File: src/hw/rtl/pcpu_pkg.sv
// ----------------------------------------------------------------------------
// pcpu_pkg
// Shared types, constants and reset layout for the pixel channel pack/unpack.
// ----------------------------------------------------------------------------
package pcpu_pkg;

	localparam int unsigned CH_COUNT   = 4;
	localparam int unsigned WORD_W     = 64;
	localparam int unsigned COMP_W     = 8;
	localparam int unsigned WIDTH_W    = 5;
	localparam int unsigned SHIFT_W    = 6;
	localparam int unsigned MAX_FIELD  = 16;
	localparam int unsigned CFG_IDX_W  = 3;
	localparam int unsigned CFG_DATA_W = 8;
	localparam int unsigned DEF_DEPTH  = 2;

	localparam logic [WIDTH_W-1:0] RST_WIDTH [CH_COUNT] = '{5'd8, 5'd8, 5'd8, 5'd8};
	localparam logic [SHIFT_W-1:0] RST_SHIFT [CH_COUNT] = '{6'd0, 6'd8, 6'd16, 6'd24};

	typedef enum logic {
		REQ_UNPACK = 1'b0,
		REQ_PACK   = 1'b1
	} req_t;

	typedef struct packed {
		logic [WIDTH_W-1:0] width;
		logic [SHIFT_W-1:0] shift;
	} chan_cfg_t;

	// saturated field width, 0..16
	function automatic logic [4:0] sat_width(input logic [WIDTH_W-1:0] w);
		sat_width = (w > WIDTH_W'(MAX_FIELD)) ? 5'(MAX_FIELD) : w;
	endfunction

	// 2^w - 1 for w in 0..16
	function automatic logic [MAX_FIELD-1:0] field_mask(input logic [4:0] w);
		field_mask = MAX_FIELD'((17'd1 << w) - 17'd1);
	endfunction

endpackage

File: src/hw/rtl/pcpu_chan.sv
// ----------------------------------------------------------------------------
// pcpu_chan
// One color channel: four-stage pack and unpack datapath with stall enable.
// s1: extract raw field; s2: products; s3: pack divide by 255, upper four
// unpack quotient bits; s4: shift packed field, lower four quotient bits
// ----------------------------------------------------------------------------
module pcpu_chan
	import pcpu_pkg::*;
(
	input  logic                  clk,
	input  logic                  en,
	input  chan_cfg_t             cfg,
	input  logic [WORD_W-1:0]     word,
	input  logic [COMP_W-1:0]     comp,
	output logic [WORD_W-1:0]     pack_word,
	output logic [COMP_W-1:0]     unpack_comp
);

	// stage 1: saturated width, max, raw field
	logic [MAX_FIELD-1:0] max_s1;
	logic [MAX_FIELD-1:0] raw_s1;
	logic [COMP_W-1:0]    comp_s1;
	logic [SHIFT_W-1:0]   shift_s1;
	logic                 zero_s1;

	always_ff @(posedge clk) begin
		if (en) begin
			max_s1   <= field_mask(sat_width(cfg.width));
			raw_s1   <= MAX_FIELD'(word >> cfg.shift) & field_mask(sat_width(cfg.width));
			comp_s1  <= comp;
			shift_s1 <= cfg.shift;
			zero_s1  <= (cfg.width == '0);
		end
	end

	// stage 2: products, 24 bits each
	logic [23:0]          pprod_s2;
	logic [23:0]          uprod_s2;
	logic [MAX_FIELD-1:0] max_s2;
	logic [SHIFT_W-1:0]   shift_s2;
	logic                 zero_s2;

	always_ff @(posedge clk) begin
		if (en) begin
			pprod_s2 <= 24'(comp_s1) * 24'(max_s1);
			uprod_s2 <= 24'(raw_s1) * 24'd255;
			max_s2   <= max_s1;
			shift_s2 <= shift_s1;
			zero_s2  <= zero_s1;
		end
	end

	// stage 3: pack quotient by reciprocal of 255; unpack quotient is below
	// 256, so the divide by max is a restoring divide split into 4 + 4 bits
	logic [MAX_FIELD-1:0] pq_s3;
	logic [SHIFT_W-1:0]   shift_s3;
	logic                 zero_s3;
	logic [3:0]           uq_hi_s3;
	logic [23:0]          urem_s3;
	logic [MAX_FIELD-1:0] max_s3;

	logic [47:0] recip;
	logic [16:0] q_est;
	logic [23:0] r_est;
	logic [MAX_FIELD-1:0] pq_c;
	logic [3:0]  hi_c;
	logic [23:0] rem_c;
	logic [23:0] trial;

	always_comb begin
		// floor(x/255) for x < 2^24: x*0x10101 >> 24 then one correction
		recip = 48'(pprod_s2) * 48'h10101;
		q_est = 17'(recip >> 24);
		r_est = pprod_s2 - 24'(q_est) * 24'd255;
		pq_c  = (r_est >= 24'd255) ? MAX_FIELD'(q_est + 17'd1) : MAX_FIELD'(q_est);
		rem_c = uprod_s2;
		hi_c  = '0;
		for (int i = 7; i >= 4; i--) begin
			trial = 24'(max_s2) << i;
			if (rem_c >= trial) begin
				rem_c      = rem_c - trial;
				hi_c[i-4]  = 1'b1;
			end
		end
	end

	always_ff @(posedge clk) begin
		if (en) begin
			pq_s3    <= pq_c;
			shift_s3 <= shift_s2;
			zero_s3  <= zero_s2;
			uq_hi_s3 <= hi_c;
			urem_s3  <= rem_c;
			max_s3   <= max_s2;
		end
	end

	// stage 4: shift packed field; low quotient bits of unpack
	logic [3:0]  lo_c;
	logic [23:0] rem2;
	logic [23:0] trial2;

	always_comb begin
		rem2 = urem_s3;
		lo_c = '0;
		for (int i = 3; i >= 0; i--) begin
			trial2 = 24'(max_s3) << i;
			if (rem2 >= trial2) begin
				rem2    = rem2 - trial2;
				lo_c[i] = 1'b1;
			end
		end
	end

	always_ff @(posedge clk) begin
		if (en) begin
			pack_word   <= zero_s3 ? '0 : (WORD_W'(pq_s3) << shift_s3);
			unpack_comp <= zero_s3 ? '0 : {uq_hi_s3, lo_c};
		end
	end

endmodule

File: config.mk
export PLATFORM = sky130hd
export DESIGN_NAME = pcpu_chan
export DESIGN_NICKNAME = d
export VERILOG_FILES = /design/src/hw/rtl/pcpu_pkg.sv /design/src/hw/rtl/pcpu_chan.sv
export SDC_FILE = /design/constraint.sdc
export NUM_CORES = 2
export LEC_CHECK = 0
export BUFFER_PORTS_ARGS = -buffer_cell sky130_fd_sc_hd__buf_2
export CAP_MARGIN = 25
export CORE_ASPECT_RATIO = 1.2
export CORE_UTILIZATION = 30
export DETAILED_ROUTE_END_ITERATION = 8
export SYNTH_ARGS = -nofsm -noshare
export SYNTH_HDL_FRONTEND = slang
export SYNTH_SLANG_ARGS = --single-unit
File: constraint.sdc
create_clock -name clk -period 16.6 [get_ports clk]
set_clock_uncertainty 0.2 [all_clocks]
set_input_delay 0 -clock clk [delete_from_list [all_inputs] [get_ports clk]]
set_output_delay 0 -clock clk [all_outputs]
set_load 0.1 [all_outputs]
==> run metrics <==
Overall Global Routing Usage=0.141; Num Clock Sinks=roughly 260; Clk Latency, worst-skew pair=0.62 ns; Worst Setup End Kind=register; startpoint of the lowest-slack register-to-register path=max_s2[1]; RSZ-0062 raised after global routing=no; post-DR wirelength/cell=15.5 µm; most frequent cell on the critical path=sky130_fd_sc_hd__o21ai_0; peak clock frequency supported by timing=81.0 MHz; library cell with the highest instance count after synthesis=sky130_fd_sc_hd__inv_1; total met2 wirelength after detailed routing=around 38000 µm; launch instance of the worst min-delay path=cfg[1]; Post-synth ARST share=0; wire length the detailed router placed on met1=roughly 36000 µm; post-synthesis cell area=roughly 33000 µm²; total die area=between 100000 and 150000 µm²; r2r endpoint=urem_s3[11]; Initial Util=0.303; met3 layer wire length in the routed design=around 2400 µm; EDFF count, synth=approximately 260; Multi-input gate area=roughly 23000 µm²; Tightest Hold Check Type=in -> reg; final cycle utilization of the critical path=0.744; area of the core region=between 100000 and 150000 µm²; critical path class=reg -> reg; share of final-layout standard cells stronger than drive strength 1=0.102; reported max-cap violation count=0; worst hold path cell count=2; endpoint of the worst hold path=shift_s1[1]; Worst Path Max Fanout=26; final period demand of the worst path=about 12 ns; port buffer count=approximately 160; remaining max-slew budget at the tightest pin=0.348; most frequently used flop master after synthesis=sky130_fd_sc_hd__edfxtp_1; number of global-route vias before repair=around 25k; syn nets=roughly 4.2k; overflow left after global routing=0; 1st-pass router iterations=5; number of unique standard cell types used by synthesis=93; Hold Fails Final Rpt=0; weighted congestion reported at the end of routability-driven placement=0.896; Arr. time, crit path=between 10 and 15 ns; Inserted Clock Buffers=31; setup slack of the worst register-to-register path=between 4 and 5 ns; share of the synthesized area in the top cell type=0.236; CP Launch Type=register; Final Net Count=approximately 4.3k; per-instance average area after synthesis=around 9.4 µm²; Seq cells post-synth=between 200 and 300; actual transition at the worst max-transition pin=~1 ns; Seq/Total Area, Yosys=0.236; htree depth=1; Yosys warning total=0; post-synthesis cell count=3483; IO Pins=around 160; horizontal extent of the die=approximately 300 µm; Clk pin slew, worst setup/hold paths=approximately 0.060 ns; CTS Buffer Depth=3; wire length after detailed routing=78400 µm; violation count after the first detailed-route iteration=roughly 1.2k; Final Slew Violations=0; average vias per placed instance=about 5; number of antenna violations at the first check in global routing=3; number of cells on the worst reg-to-reg path=46; Slowest Stage Delay on Critical Path=between 0.5 and 0.6 ns; result of the run=finished clean; sequential cell area=7720 µm²; die height=around 360 µm; most area-hungry cell type in the Yosys netlist=sky130_fd_sc_hd__edfxtp_1; top cell types by occurrence after synthesis=sky130_fd_sc_hd__inv_1, sky130_fd_sc_hd__ha_1, sky130_fd_sc_hd__nand2_1, sky130_fd_sc_hd__fa_1, sky130_fd_sc_hd__edfxtp_1; wire length of the first global-routing pass=around 130000 µm; Critical Path RT=between 15 and 20 ns; antenna-violating nets left=0; Rows=approximately 130; library cell contributing the largest single delay on the critical path=sky130_fd_sc_hd__edfxtp_1; uppermost layer routed=met4; Clock Root Buffer=sky130_fd_sc_hd__clkbuf_16; post-CTS setup buffer count=0; cell types with the largest area share after synthesis=sky130_fd_sc_hd__edfxtp_1, sky130_fd_sc_hd__fa_1, sky130_fd_sc_hd__ha_1, sky130_fd_sc_hd__inv_1, sky130_fd_sc_hd__nand2_1; count of final setup violators=0; placed wire-length estimate=between 60000 and 70000 µm; vias=25.0k; Setup Total Neg Slack=0 ns; largest net degree at the start of global routing=approximately 120; TritonCTS clock tree=built; remaining routing DRC violations=0; signed area change from the synthesized netlist to the final layout=10.9%; Filler Cell Count=between 10k and 15k
[timing repair]
item                      CTS  global route
resized for setup           0             0
hold endpoints to repair  161             0
hold buffers               32             0
[cell type report]
cell class / instances / area share
Inverter: 474 / 0.0490
Antenna cell: 3 / 0.000207
Clock inverter: 24 / 0.00517
Sequential cell: 257 / 0.213
Multi-Input combinational cell: 2641 / 0.627
Clock buffer: 34 / 0.0217
Tap cell: 1407 / 0.0485
Timing Repair Buffer: 207 / 0.0352
[how the worst max path moves through the flow]
stage / startpoint / end / slack, ns / cells past startpoint
after CTS: max_s2[1] / urem_s3[11] / 4.26 / 46
after global placement: max_s2[1] / urem_s3[7] / 4.52 / 46
final: max_s2[1] / urem_s3[11] / 4.25 / 46
after floorplan: max_s2[1] / urem_s3[19] / 5.73 / 50
after global routing: max_s2[1] / urem_s3[11] / 3.19 / 46
after detailed placement: max_s2[1] / urem_s3[7] / 4.34 / 46
[flip-flops by register name, summed over array words and instances (netlist names)]
register and count:
comp_s1 8, max_s1 16, max_s2 16, max_s3 16, pack_word 64, pprod_s2 24
pq_s3 16, raw_s1 16, shift_s1 6, shift_s2 6, shift_s3 6, unpack_comp 8
uprod_s2 24, uq_hi_s3 4, urem_s3 24, zero_s1 1, zero_s2 1, zero_s3 1
[worst max-delay path: cells and delay by family, from the launching register on]
family	cells	cell delay, ns
AO/OA/AOI/OAI	24	5.99
adder cells (fa/ha/maj)	4	1.30
buffers and inverters	5	1.07
flip-flops	1	0.51
multiplexers	3	1.08
AND/OR/NAND/NOR	10	1.92
[cells by family (layout without fill, tap and decap cells)]
family                     count (synthesis)  in the layout  share of synthesized area
adders and majority gates                627            627                      0.300
and+or+nand+nor                          919            919                      0.135
other                                      0              3                          0
xor gates and xnor gates                 151            151                     0.0404
AOI/OAI and AO/OA                        759            759                      0.150
DFF                                      257            257                      0.236
buffers and inverters                    585            739                     0.0685
muxes                                    185            185                     0.0706
[cells in the final DEF (no fill, tap or decap), types with 47 or more instances in the layout]
| master | instances |
|---|---|
| sky130_fd_sc_hd__xnor2_1 | 114 |
| sky130_fd_sc_hd__inv_1 | 472 |
| sky130_fd_sc_hd__a21o_1 | 68 |
| sky130_fd_sc_hd__nand3_1 | 47 |
| sky130_fd_sc_hd__mux2_2 | 75 |
| sky130_fd_sc_hd__buf_2 | 154 |
| sky130_fd_sc_hd__a21oi_1 | 196 |
| sky130_fd_sc_hd__fa_1 | 262 |
| sky130_fd_sc_hd__o21ai_0 | 192 |
| sky130_fd_sc_hd__a211oi_1 | 47 |
| sky130_fd_sc_hd__nor2_1 | 249 |
| sky130_fd_sc_hd__nor3_1 | 52 |
| sky130_fd_sc_hd__nor2b_1 | 50 |
| sky130_fd_sc_hd__edfxtp_1 | 257 |
| sky130_fd_sc_hd__mux2i_1 | 80 |
| sky130_fd_sc_hd__and2_1 | 81 |
| sky130_fd_sc_hd__ha_1 | 365 |
| sky130_fd_sc_hd__nand2_1 | 270 |
[stage by stage]
| step | util | hold slack, ns | std cells | setup slack [ns] | area [µm²] |
|---|---|---|---|---|---|
| detailed placement | 0.323 | -0.0214 | 4952 | 4.34 | 34900 |
| finish | 0.336 | 0.0807 | 5047 | 4.25 | 36300 |
| global route | 0.336 | 0.0869 | 5046 | 3.19 | 36300 |
| floorplan | - | -0.101 | 3483 | 5.73 | 32700 |
| global placement | 0.323 | -0.0193 | 4952 | 4.52 | 34900 |
| CTS | 0.335 | 0.0980 | 5042 | 4.26 | 36200 |
[layer usage]
metal,track usage,vias to the layer above
li1,-,12500
met1,0.183,11900
met2,0.249,512
met3,0.0106,104
met4,0.0378,0
met5,0,-
Power is left out: the tool's default activity adds up to more than one toggle a clock period on the data nets, which glitch-free logic cannot reach.
